File: config.mk
export PLATFORM = sky130hd
export DESIGN_NAME = kalman_position_estimator
export DESIGN_NICKNAME = d
export VERILOG_FILES = /design/src/design/kpe_pkg.sv /design/src/design/kalman_position_estimator.sv /design/src/design/kpe_cordic.sv /design/src/design/kpe_divider.sv
export SDC_FILE = /design/constraint.sdc
export NUM_CORES = 2
export LEC_CHECK = 0
export BUFFER_PORTS_ARGS = -buffer_cell sky130_fd_sc_hd__buf_2
export CAP_MARGIN = 20
export CORE_MARGIN = 2
export CORE_UTILIZATION = 60
export CTS_CLUSTER_DIAMETER = 80
export DETAILED_ROUTE_END_ITERATION = 8
export PLACE_DENSITY = 0.87
export SLEW_MARGIN = 25
export SYNTH_ARGS = -nofsm -noshare
export SYNTH_HDL_FRONTEND = slang
export SYNTH_HIERARCHICAL = 1
export SYNTH_SLANG_ARGS = --single-unit
File: constraint.sdc
create_clock -name i_clk -period 11.1 [get_ports i_clk]
set_input_delay 1.665 -clock i_clk [delete_from_list [all_inputs] [get_ports i_clk]]
set_output_delay 1.665 -clock i_clk [all_outputs]
set_load 0.1 [all_outputs]
File: src/design/kpe_pkg.sv
// ----------------------------------------------------------------------------
// kpe_pkg
// Shared types and constants for the scalar-covariance position estimator.
// ----------------------------------------------------------------------------
`timescale 1ns / 1ps
`default_nettype none

package kpe_pkg;

    // CORDIC datapath width: Q30 values plus growth and sign
    localparam int CORDIC_W = 34;
    localparam logic signed [CORDIC_W-1:0] CORDIC_GAIN_Q30 = 34'sd652032874;

    // atan(2^-i), full circle = 2^32
    localparam int ATAN_LEN = 24;
    localparam int ATAN_IW  = 5;
    localparam logic [31:0] ATAN_TAB [ATAN_LEN] = '{
        32'd536870912, 32'd316933406, 32'd167458907, 32'd85004756,
        32'd42667331,  32'd21354465,  32'd10679838,  32'd5340245,
        32'd2670163,   32'd1335087,   32'd667544,    32'd333772,
        32'd166886,    32'd83443,     32'd41722,     32'd20861,
        32'd10430,     32'd5215,      32'd2608,      32'd1304,
        32'd652,       32'd326,       32'd163,       32'd81
    };

    // Configuration register indexes
    localparam logic [2:0] CFG_START_X    = 3'd0;
    localparam logic [2:0] CFG_START_Y    = 3'd1;
    localparam logic [2:0] CFG_INIT_COV   = 3'd2;
    localparam logic [2:0] CFG_PROC_NOISE = 3'd3;
    localparam logic [2:0] CFG_SENS_NOISE = 3'd4;

    localparam logic [31:0] RST_INIT_COV   = 32'd6553600;
    localparam logic [31:0] RST_PROC_NOISE = 32'd65536;
    localparam logic [31:0] RST_SENS_NOISE = 32'd327680;

    // Sequencer states
    typedef enum logic [7:0] {
        S_IDLE = 8'b0000_0001,
        S_RUN  = 8'b0000_0010,
        S_MC   = 8'b0000_0100,
        S_MS   = 8'b0000_1000,
        S_MX   = 8'b0001_0000,
        S_MY   = 8'b0010_0000,
        S_MP   = 8'b0100_0000,
        S_UPD  = 8'b1000_0000
    } t_state;

    // CORDIC status and result
    typedef struct packed {
        logic                       busy;
        logic signed [CORDIC_W-1:0] cos_v;
        logic signed [CORDIC_W-1:0] sin_v;
    } t_cordic_res;

endpackage

`default_nettype wire

File: src/design/kalman_position_estimator.sv
// ----------------------------------------------------------------------------
// kalman_position_estimator
// Scalar-covariance position filter: CORDIC, gain divider, shared multiplier.
// ----------------------------------------------------------------------------
// Sequence: accept, then wait for the CORDIC and the divider, then the multiplier
// steps MC, MS, MX, MY, MP and the update step UPD, which registers the result.
// One item in flight; the next transfer is taken only after the result has been
// registered, and UPD waits while the output is stalled.
// Synchronous active-low reset loads the default registers and estimate.
`timescale 1ns / 1ps
`default_nettype none

module kalman_position_estimator #(
    parameter int FRAC_BITS       = 16,
    parameter int ANGLE_BITS      = 16,
    parameter int TRIG_ITERATIONS = 16
) (
    input  wire logic               i_clk,
    input  wire logic               i_rst_n,
    // configuration
    input  wire logic               i_cfg_wr_en,
    input  wire logic [2:0]         i_cfg_index,
    input  wire logic [31:0]        i_cfg_wdata,
    // input channel
    input  wire logic               i_in_valid,
    output logic                    o_in_stall,
    input  wire logic signed [15:0] i_commanded_x,
    input  wire logic signed [15:0] i_commanded_y,
    input  wire logic signed [19:0] i_odometry_distance,
    input  wire logic [15:0]        i_compass_heading,
    // output channel
    output logic                    o_out_valid,
    input  wire logic               i_out_stall,
    output logic signed [15:0]      o_estimate_x,
    output logic signed [15:0]      o_estimate_y
);

    localparam int AW = kpe_pkg::CORDIC_W + 1;
    localparam int BW = (FRAC_BITS + 2 > 20) ? FRAC_BITS + 2 : 20;
    localparam int PW = AW + BW;
    localparam logic [FRAC_BITS:0] ONE = {1'b1, {FRAC_BITS{1'b0}}};

    function automatic logic signed [63:0] f_trunc(input logic signed [63:0] v,
                                                    input int unsigned n);
        logic signed [63:0] m;
        m = -v;
        return v[63] ? -(m >>> n) : (v >>> n);
    endfunction

    function automatic logic signed [31:0] f_sat32(input logic signed [63:0] v);
        logic signed [31:0] r;
        if (v > 64'sd2147483647)       r = 32'sh7FFF_FFFF;
        else if (v < -64'sd2147483648) r = 32'sh8000_0000;
        else                           r = v[31:0];
        return r;
    endfunction

    function automatic logic signed [15:0] f_sat16(input logic signed [63:0] v);
        logic signed [15:0] r;
        if (v > 64'sd32767)       r = 16'sh7FFF;
        else if (v < -64'sd32768) r = 16'sh8000;
        else                      r = v[15:0];
        return r;
    endfunction

    kpe_pkg::t_state      r_state;
    kpe_pkg::t_cordic_res cordic_res;

    // configuration and filter state
    logic signed [15:0] r_start_x, r_start_y, n_start_x, n_start_y;
    logic [31:0]        r_init_cov, r_q, r_r, n_init_cov, n_q, n_r;
    logic               n_reload;
    logic signed [31:0] r_est_x, r_est_y;
    logic [31:0]        r_cov;

    // per-item registers
    logic signed [19:0]     r_d;
    logic signed [31:0]     r_px, r_py, r_mx, r_my, r_nx, r_ny;
    logic [31:0]            r_pp;
    logic                   r_sum_zero;
    logic [FRAC_BITS:0]     r_k;
    logic signed [PW-1:0]   r_prod;
    logic                   r_out_valid;
    logic signed [15:0]     r_out_x, r_out_y;

    logic                   in_xfer, out_free, start;
    logic [32:0]            pp_raw, sum;
    logic [31:0]            pp_sat;
    logic                   div_busy;
    logic [FRAC_BITS:0]     div_quot;
    logic signed [AW-1:0]   mul_a;
    logic signed [BW-1:0]   mul_b;
    logic signed [32:0]     diff_x, diff_y;

    assign o_in_stall = (r_state != kpe_pkg::S_IDLE);
    assign in_xfer    = i_in_valid && !o_in_stall;
    assign start      = in_xfer;
    assign out_free   = !r_out_valid || !i_out_stall;

    // predicted covariance and gain divisor
    assign pp_raw = {1'b0, r_cov} + {1'b0, r_q};
    assign pp_sat = pp_raw[32] ? 32'hFFFF_FFFF : pp_raw[31:0];
    assign sum    = {1'b0, pp_sat} + {1'b0, r_r};

    kpe_cordic #(
        .ANGLE_BITS      (ANGLE_BITS),
        .TRIG_ITERATIONS (TRIG_ITERATIONS)
    ) u_cordic (
        .i_clk   (i_clk),
        .i_rst_n (i_rst_n),
        .i_start (start),
        .i_angle (ANGLE_BITS'(i_compass_heading)),
        .o_res   (cordic_res)
    );

    kpe_divider #(
        .FRAC_BITS (FRAC_BITS)
    ) u_divider (
        .i_clk   (i_clk),
        .i_rst_n (i_rst_n),
        .i_start (start),
        .i_num   (pp_sat),
        .i_den   (sum),
        .o_busy  (div_busy),
        .o_quot  (div_quot)
    );

    // shared multiplier operand selection
    assign diff_x = {r_mx[31], r_mx} - {r_px[31], r_px};
    assign diff_y = {r_my[31], r_my} - {r_py[31], r_py};

    always_comb begin
        mul_a = '0;
        mul_b = '0;
        case (r_state)
            kpe_pkg::S_MC: begin
                mul_a = AW'(cordic_res.cos_v);
                mul_b = BW'(r_d);
            end
            kpe_pkg::S_MS: begin
                mul_a = AW'(cordic_res.sin_v);
                mul_b = BW'(r_d);
            end
            kpe_pkg::S_MX: begin
                mul_a = AW'(diff_x);
                mul_b = signed'(BW'(r_k));
            end
            kpe_pkg::S_MY: begin
                mul_a = AW'(diff_y);
                mul_b = signed'(BW'(r_k));
            end
            kpe_pkg::S_MP: begin
                mul_a = signed'(AW'(r_pp));
                mul_b = signed'(BW'(ONE - r_k));
            end
            default: begin
                mul_a = '0;
                mul_b = '0;
            end
        endcase
    end

    // sequencer
    always_ff @(posedge i_clk) begin
        if (!i_rst_n) begin
            r_state <= kpe_pkg::S_IDLE;
        end else begin
            case (r_state)
                kpe_pkg::S_IDLE: if (in_xfer) r_state <= kpe_pkg::S_RUN;
                kpe_pkg::S_RUN: begin
                    if (!cordic_res.busy && !div_busy) r_state <= kpe_pkg::S_MC;
                end
                kpe_pkg::S_MC:  r_state <= kpe_pkg::S_MS;
                kpe_pkg::S_MS:  r_state <= kpe_pkg::S_MX;
                kpe_pkg::S_MX:  r_state <= kpe_pkg::S_MY;
                kpe_pkg::S_MY:  r_state <= kpe_pkg::S_MP;
                kpe_pkg::S_MP:  r_state <= kpe_pkg::S_UPD;
                kpe_pkg::S_UPD: if (out_free) r_state <= kpe_pkg::S_IDLE;
                default:        r_state <= kpe_pkg::S_IDLE;
            endcase
        end
    end

    // per-item datapath
    always_ff @(posedge i_clk) begin
        if (in_xfer) begin
            r_d        <= i_odometry_distance;
            r_px       <= f_sat32(64'(i_commanded_x) <<< FRAC_BITS);
            r_py       <= f_sat32(64'(i_commanded_y) <<< FRAC_BITS);
            r_pp       <= pp_sat;
            r_sum_zero <= (sum == '0);
        end
        if (r_state == kpe_pkg::S_RUN) begin
            r_k <= r_sum_zero ? '0 : div_quot;
        end
        // covariance product is held while the result waits
        if (r_state != kpe_pkg::S_UPD) begin
            r_prod <= mul_a * mul_b;
        end
        case (r_state)
            kpe_pkg::S_MS: r_mx <= f_sat32(64'(r_est_x) -
                                           f_trunc(64'(r_prod), 38 - FRAC_BITS));
            kpe_pkg::S_MX: r_my <= f_sat32(64'(r_est_y) -
                                           f_trunc(64'(r_prod), 38 - FRAC_BITS));
            kpe_pkg::S_MY: r_nx <= f_sat32(64'(r_px) + f_trunc(64'(r_prod), FRAC_BITS));
            kpe_pkg::S_MP: r_ny <= f_sat32(64'(r_py) + f_trunc(64'(r_prod), FRAC_BITS));
            default: begin
            end
        endcase
    end

    // configuration write decode
    always_comb begin
        n_start_x  = r_start_x;
        n_start_y  = r_start_y;
        n_init_cov = r_init_cov;
        n_q        = r_q;
        n_r        = r_r;
        n_reload   = 1'b0;
        if (i_cfg_wr_en) begin
            n_reload = 1'b1;
            case (i_cfg_index)
                kpe_pkg::CFG_START_X:    n_start_x  = i_cfg_wdata[15:0];
                kpe_pkg::CFG_START_Y:    n_start_y  = i_cfg_wdata[15:0];
                kpe_pkg::CFG_INIT_COV:   n_init_cov = i_cfg_wdata;
                kpe_pkg::CFG_PROC_NOISE: n_q        = i_cfg_wdata;
                kpe_pkg::CFG_SENS_NOISE: n_r        = i_cfg_wdata;
                default:                 n_reload   = 1'b0;
            endcase
        end
    end

    // registers and filter state
    always_ff @(posedge i_clk) begin
        if (!i_rst_n) begin
            r_start_x  <= '0;
            r_start_y  <= '0;
            r_init_cov <= kpe_pkg::RST_INIT_COV;
            r_q        <= kpe_pkg::RST_PROC_NOISE;
            r_r        <= kpe_pkg::RST_SENS_NOISE;
            r_est_x    <= '0;
            r_est_y    <= '0;
            r_cov      <= kpe_pkg::RST_INIT_COV;
        end else begin
            r_start_x  <= n_start_x;
            r_start_y  <= n_start_y;
            r_init_cov <= n_init_cov;
            r_q        <= n_q;
            r_r        <= n_r;
            if (n_reload) begin
                r_est_x <= f_sat32(64'(n_start_x) <<< FRAC_BITS);
                r_est_y <= f_sat32(64'(n_start_y) <<< FRAC_BITS);
                r_cov   <= n_init_cov;
            end else if (r_state == kpe_pkg::S_UPD && out_free) begin
                r_est_x <= r_nx;
                r_est_y <= r_ny;
                r_cov   <= 32'(r_prod >>> FRAC_BITS);
            end
        end
    end

    // output register
    always_ff @(posedge i_clk) begin
        if (!i_rst_n) begin
            r_out_valid <= 1'b0;
        end else if (r_state == kpe_pkg::S_UPD && out_free) begin
            r_out_valid <= 1'b1;
        end else if (!i_out_stall) begin
            r_out_valid <= 1'b0;
        end
    end

    always_ff @(posedge i_clk) begin
        if (r_state == kpe_pkg::S_UPD && out_free) begin
            r_out_x <= f_sat16(f_trunc(64'(r_nx), FRAC_BITS));
            r_out_y <= f_sat16(f_trunc(64'(r_ny), FRAC_BITS));
        end
    end

    assign o_out_valid  = r_out_valid;
    assign o_estimate_x = r_out_x;
    assign o_estimate_y = r_out_y;

`ifndef SYNTHESIS
    // no unit is left running while the block takes items
    a_idle_units: assert property (@(posedge i_clk) disable iff (!i_rst_n)
        (r_state == kpe_pkg::S_IDLE) |-> (!cordic_res.busy && !div_busy))
        else $error("shared unit busy while idle");

    // gain never above one
    a_gain_range: assert property (@(posedge i_clk) disable iff (!i_rst_n)
        (r_state == kpe_pkg::S_MC) |-> (r_k <= ONE))
        else $error("gain above one");

    // updated covariance never exceeds the predicted one
    a_cov_bound: assert property (@(posedge i_clk) disable iff (!i_rst_n)
        (r_state == kpe_pkg::S_UPD && out_free && !n_reload) |=> (r_cov <= $past(r_pp)))
        else $error("covariance grew on update");
`endif

endmodule

`default_nettype wire

File: src/design/kpe_cordic.sv
// ----------------------------------------------------------------------------
// kpe_cordic
// Iterative rotation-mode CORDIC, one micro-rotation per cycle.
// ----------------------------------------------------------------------------
`timescale 1ns / 1ps
`default_nettype none

module kpe_cordic #(
    parameter int ANGLE_BITS      = 16,
    parameter int TRIG_ITERATIONS = 16
) (
    input  wire logic                  i_clk,
    input  wire logic                  i_rst_n,
    input  wire logic                  i_start,
    input  wire logic [ANGLE_BITS-1:0] i_angle,
    output kpe_pkg::t_cordic_res       o_res
);

    localparam int ZW = ANGLE_BITS + 1;
    localparam int IW = $clog2(TRIG_ITERATIONS);
    localparam logic signed [ZW-1:0] QUARTER = ZW'(1) << (ANGLE_BITS - 2);
    localparam logic signed [ZW-1:0] HALF    = ZW'(1) << (ANGLE_BITS - 1);

    logic signed [kpe_pkg::CORDIC_W-1:0] r_x, r_y, n_x, n_y;
    logic signed [ZW-1:0]                r_z, n_z;
    logic signed [ZW-1:0]                z0, z1;
    logic signed [ZW-1:0]                a;
    logic                                r_neg, neg0;
    logic                                r_busy;
    logic [IW-1:0]                       r_iter;

    // fold angle into +-quarter circle
    always_comb begin
        z0   = signed'({i_angle[ANGLE_BITS-1], i_angle});
        z1   = z0;
        neg0 = 1'b0;
        if (z0 > QUARTER) begin
            z1   = z0 - HALF;
            neg0 = 1'b1;
        end else if (z0 < -QUARTER) begin
            z1   = z0 + HALF;
            neg0 = 1'b1;
        end
    end

    // one micro-rotation
    always_comb begin
        a = ZW'(kpe_pkg::ATAN_TAB[kpe_pkg::ATAN_IW'(r_iter)] >> (32 - ANGLE_BITS));
        if (r_z >= 0) begin
            n_x = r_x - (r_y >>> r_iter);
            n_y = r_y + (r_x >>> r_iter);
            n_z = r_z - a;
        end else begin
            n_x = r_x + (r_y >>> r_iter);
            n_y = r_y - (r_x >>> r_iter);
            n_z = r_z + a;
        end
    end

    // iteration control
    always_ff @(posedge i_clk) begin
        if (!i_rst_n) begin
            r_busy <= 1'b0;
            r_iter <= '0;
        end else if (i_start) begin
            r_busy <= 1'b1;
            r_iter <= '0;
        end else if (r_busy) begin
            r_iter <= r_iter + 1'b1;
            if (r_iter == IW'(TRIG_ITERATIONS - 1)) begin
                r_busy <= 1'b0;
            end
        end
    end

    // datapath
    always_ff @(posedge i_clk) begin
        if (i_start) begin
            r_x   <= kpe_pkg::CORDIC_GAIN_Q30;
            r_y   <= '0;
            r_z   <= z1;
            r_neg <= neg0;
        end else if (r_busy) begin
            r_x <= n_x;
            r_y <= n_y;
            r_z <= n_z;
        end
    end

    assign o_res.busy  = r_busy;
    assign o_res.cos_v = r_neg ? -r_x : r_x;
    assign o_res.sin_v = r_neg ? -r_y : r_y;

endmodule

`default_nettype wire

File: src/design/kpe_divider.sv
// ----------------------------------------------------------------------------
// kpe_divider
// Restoring divider for the gain, one quotient bit per cycle.
// ----------------------------------------------------------------------------
`timescale 1ns / 1ps
`default_nettype none

module kpe_divider #(
    parameter int FRAC_BITS = 16
) (
    input  wire logic                 i_clk,
    input  wire logic                 i_rst_n,
    input  wire logic                 i_start,
    input  wire logic [31:0]          i_num,
    input  wire logic [32:0]          i_den,
    output logic                      o_busy,
    output logic [FRAC_BITS:0]        o_quot
);

    localparam int CW = $clog2(FRAC_BITS + 1);

    logic [33:0]        r_rem;
    logic [32:0]        r_den;
    logic [FRAC_BITS:0] r_quot;
    logic [CW-1:0]      r_cnt;
    logic               r_busy;
    logic               ge;

    // numerator never exceeds the divisor, so the quotient fits in F+1 bits
    assign ge = (r_rem >= {1'b0, r_den});

    always_ff @(posedge i_clk) begin
        if (!i_rst_n) begin
            r_busy <= 1'b0;
            r_cnt  <= '0;
        end else if (i_start) begin
            r_busy <= 1'b1;
            r_cnt  <= '0;
        end else if (r_busy) begin
            r_cnt <= r_cnt + 1'b1;
            if (r_cnt == CW'(FRAC_BITS)) begin
                r_busy <= 1'b0;
            end
        end
    end

    always_ff @(posedge i_clk) begin
        if (i_start) begin
            r_rem  <= {2'b00, i_num};
            r_den  <= i_den;
            r_quot <= '0;
        end else if (r_busy) begin
            r_quot <= {r_quot[FRAC_BITS-1:0], ge};
            r_rem  <= ge ? ((r_rem - {1'b0, r_den}) << 1) : (r_rem << 1);
        end
    end

    assign o_busy = r_busy;
    assign o_quot = r_quot;

endmodule

`default_nettype wire
==> results_dict.tcl <==
set metrics [dict create \
    nFillCells 11510 \
    total_area_of_sequential_cells_um2 18650 \
    slew_violations 7 \
    drt_iter0_markers 9808 \
    initial_core_util_pct 60.39 \
    vdd.ir_drop.worst_mv 0.2355 \
    iteration_count_of_the_initial_detailed_routing_pass 9 \
    worst-path-max-fanout 4 \
    layout.cells.most_common "nand2_1" \
    routedWlPerCell_um 24.07 \
    cts_tree "done" \
    first_global_vias 78840 \
    globalRoute.totalOverflow 0 \
    floorplan.io_pins 142 \
    timing_worst_slew_pin_value_ns 1.629 \
    final-setup-viol-count 0 \
    yosys_warnings 6 \
    utilization_pct 66.04 \
    vias_post_dr 80320 \
    timing.critical_path.buf_inv 7 \
    drc_errors 3 \
    final.setup_skew_ns 0.07887 \
    grt_util_met1_pct 48.70 \
    synth-main-ff-cell "edfxtp_1" \
    worstHoldPathType "reg -> reg" \
    timing.critical_path.to_type "flop" \
    power.total_mw 14.00 \
    grt_antenna_before_repair 11 \
    crit_required_ns 11.58 \
    violations "DRC, slew limit" \
    synth_sequential_area_ratio_pct 21.51 \
    slew_headroom_pct -9.595 \
    clk_root_buffer_cell "clkbuf_16" \
    critPathSlowestCell "fa_1" \
    post_route_cells_drive_above_1_share_pct 9.849 \
    clkSinkCount 731 \
    run_status "complete, but fails checks" \
    grtUsageMet2_pct 62.02 \
    pin_count_of_the_biggest_net_entering_global_routing 79 \
    gr_layer_usage_met3_pct 10.22 \
    path_delay_family "adder cells" \
    switching_part_of_the_total_pct 42.96 \
    power_report.internal_total_mw 7.987 \
    synth_edf_count 400 \
    timing.critical_path.from_type "flop" \
    layout_min_cycle_time_ns 10.75 \
    area_growth_syn_to_layout_pct 9.363 \
    grt_pass1_wl_um 455600 \
    ant_nets 0 \
    die_area_um2 147500 \
    fmax_mhz 92.99 \
    cts-buffers-inserted 87 \
    place_congestion 1.082 \
    worstSetupPathType "reg -> reg" \
    timing.critical_path.arrival_ns 11.23 \
    post_synth_instance_area_um2 86650 \
    dp_hpwl_um 235300 \
    synth_area_per_cell_um2 8.427 \
    power_density_over_the_cells_nw_per_um2 147.8 \
    layoutNonFillerInstCount 12410 \
    layout_worst_path_cycle_share_pct 96.88 \
    critical_path.most_common_cell "fa_1" \
    clock_group_share_of_total_power_pct 22.5 \
    timing.critical_path.slowest_cell_delay_ns 0.54 \
    worstSkewPairLatency_ns 0.77 \
    hold_ws_ns 0.4580 \
    switching_power_mw 6.016 \
    gr_peak_layer "met2" \
    buffers_on_ports 141 \
    grt_usage_pct 39.90 \
    final_hold_viol_count 0 \
    viasPerCell 6.474 \
    power_frac_seq_pct 25.1 \
    comb_power_share_pct 52.4 \
    die_width_um 384.0 \
    flop_and_latch_count_out_of_synthesis 731 \
    synth_cell_type_count 121 \
    drv_cap 0 \
    clock_tree.htree_level_count 3 \
    share_of_flip_flops_with_an_asynchronous_set_or_reset_after_synthesis_pct 0 \
    die_h_um 384.0 \
    floorplan.core_area_um2 143500 \
    multi_input_comb_area_um2 62340 \
    std_cell_rows 139 \
    clkTransAtPathRegs_ns 0.07 \
    clock_path_buffers 3 \
    layout.cells.most_common_list "nand2_1 (1312), inv_1 (1064), nor2_1 (871), fa_1 (685), ha_1 (590)" \
    power_leakage_nw 42.24 \
    num-nets-final 11810 \
    placed_cells 12230 \
    synthCells 10280 \
    wirelength_um 298600 \
]
worst register-to-register path, delay by kind of cell, from the launching register on:
family                   cells  cell delay, ns
adder cells (fa/ha/maj)      9            3.99
AO/OA/AOI/OAI               16            3.85
AND/OR/NAND/NOR              8            1.37
buffers and inverters        7            0.79
flip-flops                   1            0.33
XOR/XNOR                     2            0.15
stage by stage:
step	instance area, um2	setup TNS [ns]	setup slack [ns]
2_1_floorplan	86670	0	0.01090
3_3_place_gp	91210	0	0.2091
3_5_place_dp	91210	-0.4688	-0.2265
4_1_cts	94400	0	0.02966
5_1_grt	94750	-0.02819	-0.02179
6_report	94760	0	0.3463
layer usage:
metal  vias up  wire length (um)
met4        14             24770
met2      4815            131800
li1      35710                 -
met1     38550            107800
met5         -                90
met3      1223             34160
layout make-up:
type                    count  area share (%)
multi-input cells        7959           65.78
diodes                      4         0.01056
clock inverters            51          0.7486
flip-flops and latches    731           19.68
clock buffers             112           2.602
well taps                1903           2.513
repair buffers            571           4.381
inverters                1075           4.278
worst paths after layout:
| path | start | to | slack, ns | cells past startpoint |
|---|---|---|---|---|
| worst max-delay path | u_cordic/r_x[1] | r_prod[54] | 0.35 | 42 |
| worst max register to register | u_cordic/r_x[1] | r_prod[54] | 0.35 | 42 |
| worst min register to register | r_est_y[0] | r_est_y[0] | 0.46 | 2 |
| worst min-delay path | r_est_y[0] | r_est_y[0] | 0.46 | 2 |
cell usage after synthesis, types with 247 or more instances:
cell	instances	area (um2)
inv_1	1069	4013
ha_1	591	7395
a21oi_1	497	2487
o21ai_0	439	2197
dfxtp_1	331	6626
nor2_1	875	3284
xnor2_1	420	3679
xor2_1	247	2163
nand2_1	1314	4932
edfxtp_1	400	12010
clkbuf_1	403	1513
fa_1	686	13730
kinds of logic after synthesis:
| group | Yosys count | synth area share, % |
|---|---|---|
| XOR/XNOR | 671 | 6.817 |
| buffers and inverters | 1595 | 7.152 |
| AO/OA/AOI/OAI | 2260 | 17.36 |
| adder cells (fa/ha/maj) | 1277 | 24.38 |
| flip-flops | 731 | 21.51 |
| other | 2 | 0.008667 |
| multiplexers | 300 | 4.443 |
| AND/OR/NAND/NOR | 3446 | 18.32 |
registers in the layout, summed over array words and instances, names as in the netlist, 33 cells and up:
name / cells
r_prod: 55
u_divider/r_den: 33
u_divider/r_rem: 34
u_cordic/r_x: 34
u_cordic/r_y: 34
power by group through the flow:
stage          Combinational, mW  Sequential, mW  Clock, mW
2_1_floorplan               5.27            3.40          0
3_3_place_gp                6.84            3.54          0
3_5_place_dp                7.04            3.54          0
4_1_cts                     7.09            3.49       3.15
5_1_grt                     7.89            3.52       3.25
6_report                    7.34            3.52       3.15
what timing repair did:
action | in CTS | in global routing
hold buffers | 0 | 0
resized for setup | 6 | 84
setup endpoints to repair | 3 | 11
buffers inserted | 0 | 10
endpoints found under the hold margin | 0 | 0
pin swaps | 0 | 18
Note: power is estimated with default switching activity, not from simulation.
